===== src/design/mchw_pkg.sv =====
// Shared types and constants of the multi-channel heartbeat watchdog.
package mchw_pkg;

   // Defaults of the top-level parameters.
   localparam int NUM_SLOTS_DEF = 8;
   localparam int ID_WIDTH_DEF  = 16;

   // Fixed field and register widths.
   localparam int FIELD_ID_W  = 16;
   localparam int REQ_TYPE_W  = 2;
   localparam int CSR_INDEX_W = 4;
   localparam int REG_COUNT   = 8;

   // Reset value of the slot 0 ID register.
   localparam logic [FIELD_ID_W-1:0] SLOT0_RESET = 16'd101;

   // Request kinds; the unused code is treated like an other event.
   typedef enum logic [REQ_TYPE_W-1:0] {
      REQ_HEARTBEAT = 2'd0,
      REQ_TICK      = 2'd1,
      REQ_OTHER     = 2'd2
   } req_kind_type;

   // Result actions.
   typedef enum logic {
      ACT_KICK    = 1'b0,
      ACT_RECOVER = 1'b1
   } action_type;

   // Output register occupancy as seen by the controller.
   typedef enum logic {
      ST_EMPTY = 1'b0,
      ST_FULL  = 1'b1
   } ctl_state_type;

   // Commands from the controller to the datapath.
   typedef struct packed {
      logic hb_en;
      logic tick_en;
   } mchw_cmd_type;

endpackage


===== src/design/mchw_req_if.sv =====
// Request channel interface: heartbeat, tick and other event beats.
interface mchw_req_if
   import mchw_pkg::*;
();
   logic                  valid;
   logic                  ready;
   logic [REQ_TYPE_W-1:0] req_type;
   logic [FIELD_ID_W-1:0] beat_id;

   modport source (output valid, output req_type, output beat_id, input ready);
   modport sink   (input valid, input req_type, input beat_id, output ready);
endinterface


===== src/design/mchw_rsp_if.sv =====
// Response channel interface: kick or recovery result beats.
interface mchw_rsp_if
   import mchw_pkg::*;
();
   logic                  valid;
   logic                  ready;
   logic                  action;
   logic [FIELD_ID_W-1:0] miss_id;

   modport source (output valid, output action, output miss_id, input ready);
   modport sink   (input valid, input action, input miss_id, output ready);
endinterface


===== src/design/mchw_ctrl.sv =====
// Controller: accepts request beats and tracks the result output register.
module mchw_ctrl
   import mchw_pkg::*;
(
   input  logic                  clock,
   input  logic                  reset,
   input  logic                  req_valid,
   input  logic [REQ_TYPE_W-1:0] req_type,
   input  logic                  rsp_ready,
   output logic                  req_ready,
   output logic                  rsp_valid,
   output mchw_cmd_type          cmd
);

   ctl_state_type state_ff;
   ctl_state_type state_in;
   logic          accept;
   logic          is_tick;

   assign accept  = req_valid && req_ready;
   assign is_tick = (req_type == REQ_TICK);

   // State register.
   always_ff @(posedge clock) begin
      if (reset) begin
         state_ff <= ST_EMPTY;
      end else begin
         state_ff <= state_in;
      end
   end

   // Next state and handshake outputs.
   // Wherever the state can change, ready is high, so valid alone marks a beat.
   always_comb begin
      state_in  = state_ff;
      req_ready = 1'b1;
      rsp_valid = 1'b0;
      unique case (state_ff)
         ST_EMPTY: begin
            req_ready = 1'b1;
            if (req_valid && is_tick) begin
               state_in = ST_FULL;
            end
         end
         ST_FULL: begin
            rsp_valid = 1'b1;
            req_ready = rsp_ready;
            if (rsp_ready) begin
               state_in = (req_valid && is_tick) ? ST_FULL : ST_EMPTY;
            end
         end
         default: begin
            state_in = ST_EMPTY;
         end
      endcase
   end

   // Datapath commands for the accepted beat.
   always_comb begin
      cmd.hb_en   = accept && (req_type == REQ_HEARTBEAT);
      cmd.tick_en = accept && is_tick;
   end

endmodule


===== src/design/mchw_datapath.sv =====
// Datapath: slot ID registers, alive flags, tick evaluation and result register.
module mchw_datapath
   import mchw_pkg::*;
#(
   parameter int NUM_SLOTS = NUM_SLOTS_DEF,
   parameter int ID_WIDTH  = ID_WIDTH_DEF
) (
   input  logic                   clock,
   input  logic                   reset,
   input  mchw_cmd_type           cmd,
   input  logic [FIELD_ID_W-1:0]  req_beat_id,
   input  logic                   csr_we,
   input  logic [CSR_INDEX_W-1:0] csr_index,
   input  logic [FIELD_ID_W-1:0]  csr_wdata,
   output logic                   rsp_action,
   output logic [FIELD_ID_W-1:0]  rsp_miss_id
);

   // IDs are compared on their low bits only, never wider than the field.
   localparam int CMP_W = (ID_WIDTH < FIELD_ID_W) ? ID_WIDTH : FIELD_ID_W;
   localparam logic [FIELD_ID_W-1:0] ID_MASK =
      FIELD_ID_W'((33'd1 << CMP_W) - 33'd1);

   logic [FIELD_ID_W-1:0] slot_ff [NUM_SLOTS];
   logic [FIELD_ID_W-1:0] slot_in [NUM_SLOTS];
   logic [NUM_SLOTS-1:0]  alive_ff;
   logic [NUM_SLOTS-1:0]  alive_in;
   logic                  action_ff;
   logic                  action_in;
   logic [FIELD_ID_W-1:0] failed_ff;
   logic [FIELD_ID_W-1:0] failed_in;

   logic [FIELD_ID_W-1:0] who;
   logic [FIELD_ID_W-1:0] slot_m [NUM_SLOTS];
   logic [NUM_SLOTS-1:0]  match;
   logic [NUM_SLOTS-1:0]  pending;
   logic                  any_fail;
   logic                  found;
   logic [FIELD_ID_W-1:0] worst;

   // Per-slot compares against the heartbeat sender and the alive flags.
   always_comb begin
      who = req_beat_id & ID_MASK;
      for (int i = 0; i < NUM_SLOTS; i++) begin
         slot_m[i]  = slot_ff[i] & ID_MASK;
         match[i]   = (who != '0) && (slot_m[i] == who);
         pending[i] = (slot_m[i] != '0) && !alive_ff[i];
      end
   end

   // Smallest enabled ID that has not sent a heartbeat since the last kick.
   always_comb begin
      found = 1'b0;
      worst = '0;
      for (int i = 0; i < NUM_SLOTS; i++) begin
         if (pending[i] && (!found || (slot_m[i] < worst))) begin
            worst = slot_m[i];
            found = 1'b1;
         end
      end
      any_fail = found;
   end

   // Next values of slot IDs and alive flags.
   always_comb begin
      slot_in  = slot_ff;
      alive_in = alive_ff;
      if (cmd.hb_en) begin
         alive_in = alive_ff | match;
      end
      if (cmd.tick_en && !any_fail) begin
         alive_in = '0;
      end
      // A register write also clears the alive flag of its slot.
      if (csr_we) begin
         for (int i = 0; i < NUM_SLOTS; i++) begin
            if (csr_index == CSR_INDEX_W'(i)) begin
               slot_in[i]  = csr_wdata;
               alive_in[i] = 1'b0;
            end
         end
      end
   end

   // Result payload, loaded on every accepted tick.
   always_comb begin
      action_in = action_ff;
      failed_in = failed_ff;
      if (cmd.tick_en) begin
         action_in = any_fail ? ACT_RECOVER : ACT_KICK;
         failed_in = any_fail ? worst : '0;
      end
   end

   // Configuration and flag registers.
   always_ff @(posedge clock) begin
      if (reset) begin
         for (int i = 0; i < NUM_SLOTS; i++) begin
            slot_ff[i] <= (i == 0) ? (SLOT0_RESET & ID_MASK) : '0;
         end
         alive_ff <= '0;
      end else begin
         slot_ff  <= slot_in;
         alive_ff <= alive_in;
      end
   end

   // Payload registers need no reset.
   always_ff @(posedge clock) begin
      action_ff <= action_in;
      failed_ff <= failed_in;
   end

   assign rsp_action  = action_ff;
   assign rsp_miss_id = failed_ff;

endmodule


===== src/design/multi_channel_heartbeat_watchdog.sv =====
// A tick beat's result is registered and offered in the cycle after it is accepted.
// Heartbeats and other events produce no result.
// Throughput: one request beat per cycle while a held result is not stalled;
// the result register frees as it drains. The slot compare and minimum scan are combinational.
// Reset (synchronous): alive flags clear, slot 0 ID is 101, others 0, no result.
module multi_channel_heartbeat_watchdog
   import mchw_pkg::*;
#(
   parameter int NUM_SLOTS = NUM_SLOTS_DEF,
   parameter int ID_WIDTH  = ID_WIDTH_DEF
) (
   input  logic                   clock,
   input  logic                   reset,
   mchw_req_if.sink               req_bus,
   mchw_rsp_if.source             rsp_bus,
   input  logic                   csr_we,
   input  logic [CSR_INDEX_W-1:0] csr_index,
   input  logic [FIELD_ID_W-1:0]  csr_wdata
);

   mchw_cmd_type cmd;

   // Handshake control.
   mchw_ctrl u_ctrl (
      .clock     (clock),
      .reset     (reset),
      .req_valid (req_bus.valid),
      .req_type  (req_bus.req_type),
      .rsp_ready (rsp_bus.ready),
      .req_ready (req_bus.ready),
      .rsp_valid (rsp_bus.valid),
      .cmd       (cmd)
   );

   // Slot state and result evaluation.
   mchw_datapath #(
      .NUM_SLOTS (NUM_SLOTS),
      .ID_WIDTH  (ID_WIDTH)
   ) u_datapath (
      .clock       (clock),
      .reset       (reset),
      .cmd         (cmd),
      .req_beat_id (req_bus.beat_id),
      .csr_we      (csr_we),
      .csr_index   (csr_index),
      .csr_wdata   (csr_wdata),
      .rsp_action  (rsp_bus.action),
      .rsp_miss_id (rsp_bus.miss_id)
   );

endmodule


===== src/flat_wrapper.sv =====
// flat-port wrapper written by rule: the top's interface ports become plain ports
module multi_channel_heartbeat_watchdog_flat import mchw_pkg::*;
#(
   parameter int NUM_SLOTS = NUM_SLOTS_DEF,
   parameter int ID_WIDTH  = ID_WIDTH_DEF
)
  (clock, reset, csr_we, csr_index, csr_wdata, req_bus_valid, req_bus_req_type, req_bus_beat_id, req_bus_ready, rsp_bus_valid, rsp_bus_action, rsp_bus_miss_id, rsp_bus_ready);
  mchw_req_if req_bus_i ();
  mchw_rsp_if rsp_bus_i ();
  input  logic clock;
  input  logic reset;
  input  logic csr_we;
  input  logic [CSR_INDEX_W-1:0] csr_index;
  input  logic [FIELD_ID_W-1:0] csr_wdata;
  input wire logic [$bits(req_bus_i.valid)-1:0] req_bus_valid;
  input wire logic [$bits(req_bus_i.req_type)-1:0] req_bus_req_type;
  input wire logic [$bits(req_bus_i.beat_id)-1:0] req_bus_beat_id;
  output wire logic [$bits(req_bus_i.ready)-1:0] req_bus_ready;
  output wire logic [$bits(rsp_bus_i.valid)-1:0] rsp_bus_valid;
  output wire logic [$bits(rsp_bus_i.action)-1:0] rsp_bus_action;
  output wire logic [$bits(rsp_bus_i.miss_id)-1:0] rsp_bus_miss_id;
  input wire logic [$bits(rsp_bus_i.ready)-1:0] rsp_bus_ready;
  assign req_bus_i.valid = req_bus_valid;
  assign req_bus_i.req_type = req_bus_req_type;
  assign req_bus_i.beat_id = req_bus_beat_id;
  assign req_bus_ready = req_bus_i.ready;
  assign rsp_bus_valid = rsp_bus_i.valid;
  assign rsp_bus_action = rsp_bus_i.action;
  assign rsp_bus_miss_id = rsp_bus_i.miss_id;
  assign rsp_bus_i.ready = rsp_bus_ready;
  multi_channel_heartbeat_watchdog #(.NUM_SLOTS(NUM_SLOTS), .ID_WIDTH(ID_WIDTH)) u_core (.clock(clock), .reset(reset), .req_bus(req_bus_i), .rsp_bus(rsp_bus_i), .csr_we(csr_we), .csr_index(csr_index), .csr_wdata(csr_wdata));
endmodule

===== config.mk =====
export PLATFORM = sky130hd
export DESIGN_NAME = multi_channel_heartbeat_watchdog_flat
export DESIGN_NICKNAME = d
export VERILOG_FILES = /design/src/design/mchw_pkg.sv /design/src/design/mchw_req_if.sv /design/src/design/mchw_rsp_if.sv /design/src/design/mchw_ctrl.sv /design/src/design/mchw_datapath.sv /design/src/design/multi_channel_heartbeat_watchdog.sv /design/src/flat_wrapper.sv
export SDC_FILE = /design/constraint.sdc
export NUM_CORES = 1
export LEC_CHECK = 0
export ABC_AREA = 1
export CAP_MARGIN = 15
export CORE_MARGIN = 4
export CORE_UTILIZATION = 59
export DETAILED_ROUTE_END_ITERATION = 8
export DONT_BUFFER_PORTS = 1
export PLACE_DENSITY_LB_ADDON = 0.1
export SETUP_SLACK_MARGIN = 0.02
export SLEW_MARGIN = 10
export SYNTH_ARGS = -nofsm -noshare
export SYNTH_HDL_FRONTEND = slang
export SYNTH_SLANG_ARGS = --single-unit

===== constraint.sdc =====
create_clock -name clock -period 27.1 [get_ports clock]
set_clock_uncertainty 0.15 [all_clocks]
set_input_delay 2.71 -clock clock [delete_from_list [all_inputs] [get_ports clock]]
set_output_delay 2.71 -clock clock [all_outputs]
set_load 0.005 [all_outputs]

==> impl_results.md <==
* Pleak at ~5.3 nW
* Layout fillers at 1644
* Antenna violations before repair at 0
* Post-layout worst setup margin at ~12000 ps
* Post-synthesis simple-gate area fraction at 0.249
* HP Start: u_core.u_datapath.slot_ff[127]
* Worst Hold Class: reg -> reg
* # hold bufs at CTS at 0
* Synth top area share at 0.253
* End of the worst register-to-register path: u_core.u_datapath.rsp_miss_id[2]
* Synth Area in Adders at 0.121
* Post-synth EDFFs at 17
* Mux cell area share after synthesis at 0
* Antenna-violating nets left at 0
* CTS buffer count at 17
* Post-Synth XOR/XNOR Area at 0.0677
* CTS sink cnt at 154
* DRC violation count after routing at 0
* Area after DPL at 0.0109 mm^2
* Cell Area, Synth at ~0.011 mm^2
* Maximum VDD drop at roughly 0.049 mV
* Reg-to-Reg Start: u_core.u_datapath.slot_ff[125]
* Status: complete, no violations
* Synth Instances at approximately 1500
* Most used DFF post-synth: dfxtp_1
* Post-synthesis compound-gate area fraction at 0.196
* Max Cap Viol at 0
* CTS tree: yes
* Clock root cell: clkbuf_16
* Achievable clock frequency at approximately 0.067 GHz
* Global-route wire length before repair at between 50 and 60 mm
* Setup CP Type: reg -> reg
* Synthesized flop and latch total at approximately 150
* CTS Buffer Depth at 2
* WL final at 38.2 mm
* Seq/Total Area, Yosys at 0.300
* Max-slew violation count at 0
* Die Wd at roughly 140 um
* Total grt overflow at 0
* Dominant cell type by area after synthesis: dfxtp_1
* Fin area at ~0.011 mm^2
* Syn-to-layout area delta at 5.61%
* Crit path largest cell delay at between 600 and 700 ps
* Main area contributors after synthesis: dfxtp_1, ha_1, nand2_1
* Worst hold endpoint: u_core.u_datapath.slot_ff[127]
* Final core utilization at 0.636
* Initial Utilization at 0.603
* Largest family of logic cells by synthesized area: simple AND/OR/NAND/NOR gates
* Worst-path clk slew at approximately 80 ps
* Post-layout nets at approximately 1600
* Boundary pin count at 62
* First DRT Iteration DRCs at ~1300
* Postcts setup bufs at 0
* Total nets after synthesis at 1693
* Post-route insts no fill at about 1700
* Hold violation count in the final report at 0
* YS warnings at 0
* Largest net degree at the start of global routing at approximately 130
* Drt wl/cell at 22.1 um
* Syn avg cell area at roughly 7 um^2
* FP Rows at between 40 and 50
* Final setup viols at 0
* Via count at 11000
* Die area at around 0.021 mm^2
* Worst Tran Pin Value at around 1200 ps
* Resized cells post-CTS at 0
* Max Fanout on Critical Path at 31
* Data required, critical path at approximately 27000 ps
* Vias in the first global route at between 10000 and 15000
* Sum Neg Setup Slack at 0 ps
* Period minus WS final at ~15000 ps
* Power Dens Cells at roughly 64 mW/mm^2
* Reg2reg path depth at 72
* I/O Buffers at 0
* Clk_lat worst skew at about 430 ps
* Crit-path slowest cell: o21ai_0
* Max H-tree Level at 4
* CP Launch Type: register
* Placed Cells at between 1500 and 2000
* Place WS at approximately 13000 ps
* DRT Pass-1 Iters at 5
* Final period util at 0.549
* Post-synth cell types at 36
* CP Capture Type: register
* CP most frequent cell: nand2_1
* RSZ-0062 raised after global routing: false
* Asr flop ratio synth at 0
* Slew headroom at 0.205
* Share of layout cells above drive strength 1 at 0.0453
* Die height at ~140 um
* Critical Path AT at 14930 ps
* Final Wtd Congestion at 0.985
* All-Layer GR Usage at 0.367
* Core Area at 0.0180 mm^2
* Vias/cell at ~6.4
* Post-detail-place hpwl at roughly 27 mm
* Hold Crit Depth at 2
* Worst reg-to-reg setup slack at roughly 12000 ps
==> stage by stage <==
stage                     power (mW)  hold WS [ps]
after floorplan                0.430           321
after global placement         0.476           341
after detailed placement       0.483           350
after CTS                      0.731           364
after global routing           0.776           379
final                          0.737           360
==> cells in the final DEF, fill, tap and decap left out, types with 2 or more instances in the layout <==
cell       synthesis  layout
nand2_1          280     280
o21ai_0          207     207
nor2_1           200     199
dfxtp_1          137     137
inv_1            107     106
ha_1             105     105
a21oi_1           94      94
xor2_1            84      84
nand3_1           55      55
nor4_1            46      46
a221oi_1          25      25
nand2_2           19      19
o22ai_1           19      19
clkbuf_16          0      17
edfxtp_1          17      17
nand4_1           11      11
nor3_1            11      11
a211oi_1           9       9
o211ai_1           7       7
a41oi_1            6       6
or2_2              6       6
a31oi_1            5       5
a2111oi_0          5       5
inv_6              0       5
nand2_4            3       3
inv_8              0       3
buf_4              1       3
inv_2              1       2
clkinv_4           0       2
bufinv_16          0       2
==> where the power goes <==
part,total [mW],internal (mW),switching [mW]
logic,0.238,0.0776,0.161
registers,0.247,0.239,0.00811
clock network,0.252,0.140,0.112
==> critical path, delay by kind of cell, from the launching register on <==
kind            cells  cell delay (ps)
buf+inv             3              510
simple gates       39             4900
fa+ha+maj           7             2380
flops               1              460
compound gates     23             6220
==> registers in the layout, summed over array words and instances, names as in the netlist <==
signal / cells
u_core.u_datapath.slot_ff: 128
u_core.u_datapath.rsp_miss_id: 16
u_core.u_ctrl.state_ff: 1
u_core.u_datapath.rsp_action: 1
u_core.u_datapath.alive_ff: 8
==> synthesized netlist by cell type, drive strengths merged, types with 19 or more instances <==
master	n
o22ai	19
nand3	56
nor4	46
ha	105
dfxtp	137
clkbuf	69
inv	108
o21ai	207
nand2	302
nor2	200
a221oi	25
xor2	84
a21oi	94
==> kinds of logic (layout without fill, tap and decap cells) <==
| family | after synthesis | in the layout |
|---|---|---|
| AOI/OAI and AO/OA | 380 | 380 |
| xor gates and xnor gates | 84 | 84 |
| adders and majority gates | 105 | 105 |
| buffers and inverters | 187 | 144 |
| DFF | 154 | 154 |
| other | 0 | 1 |
| and+or+nand+nor | 635 | 635 |
==> area by class of cell <==
| class | instances | area, um^2 | area share |
|---|---|---|---|
| Multi-Input combinational cell | 1204 | 6890 | 0.601 |
| Sequential cell | 154 | 3250 | 0.284 |
| Clock buffer | 18 | 429 | 0.0374 |
| Inverter | 109 | 409 | 0.0357 |
| Tap cell | 229 | 287 | 0.0250 |
| Clock inverter | 14 | 179 | 0.0156 |
| Timing Repair Buffer | 3 | 22.5 | 0.00196 |
| Antenna cell | 1 | 2.50 | 0.000218 |
==> routing by layer <==
layer	GRT usage	part of all wire	up-vias
met1	0.475	0.40	5069
met5	0	0	-
met2	0.563	0.44	577
li1	-	-	5200
met3	0.0882	0.099	165
met4	0.204	0.060	0
==> worst max path at each step <==
stage	end	start	cells after the start	slack [ps]
5_1_grt	u_core.u_datapath.rsp_miss_id[2]	u_core.u_datapath.slot_ff[122]	76	10720
3_3_place_gp	u_core.u_datapath.rsp_miss_id[1]	u_core.u_datapath.slot_ff[119]	78	13060
6_report	u_core.u_datapath.rsp_miss_id[2]	u_core.u_datapath.slot_ff[125]	72	12220
3_5_place_dp	u_core.u_datapath.rsp_miss_id[2]	u_core.u_datapath.slot_ff[112]	73	12800
4_1_cts	u_core.u_datapath.rsp_miss_id[2]	u_core.u_datapath.slot_ff[119]	73	12710
2_1_floorplan	u_core.u_datapath.rsp_miss_id[11]	u_core.u_datapath.slot_ff[112]	83	16010
(Power assumes the default switching activity.)
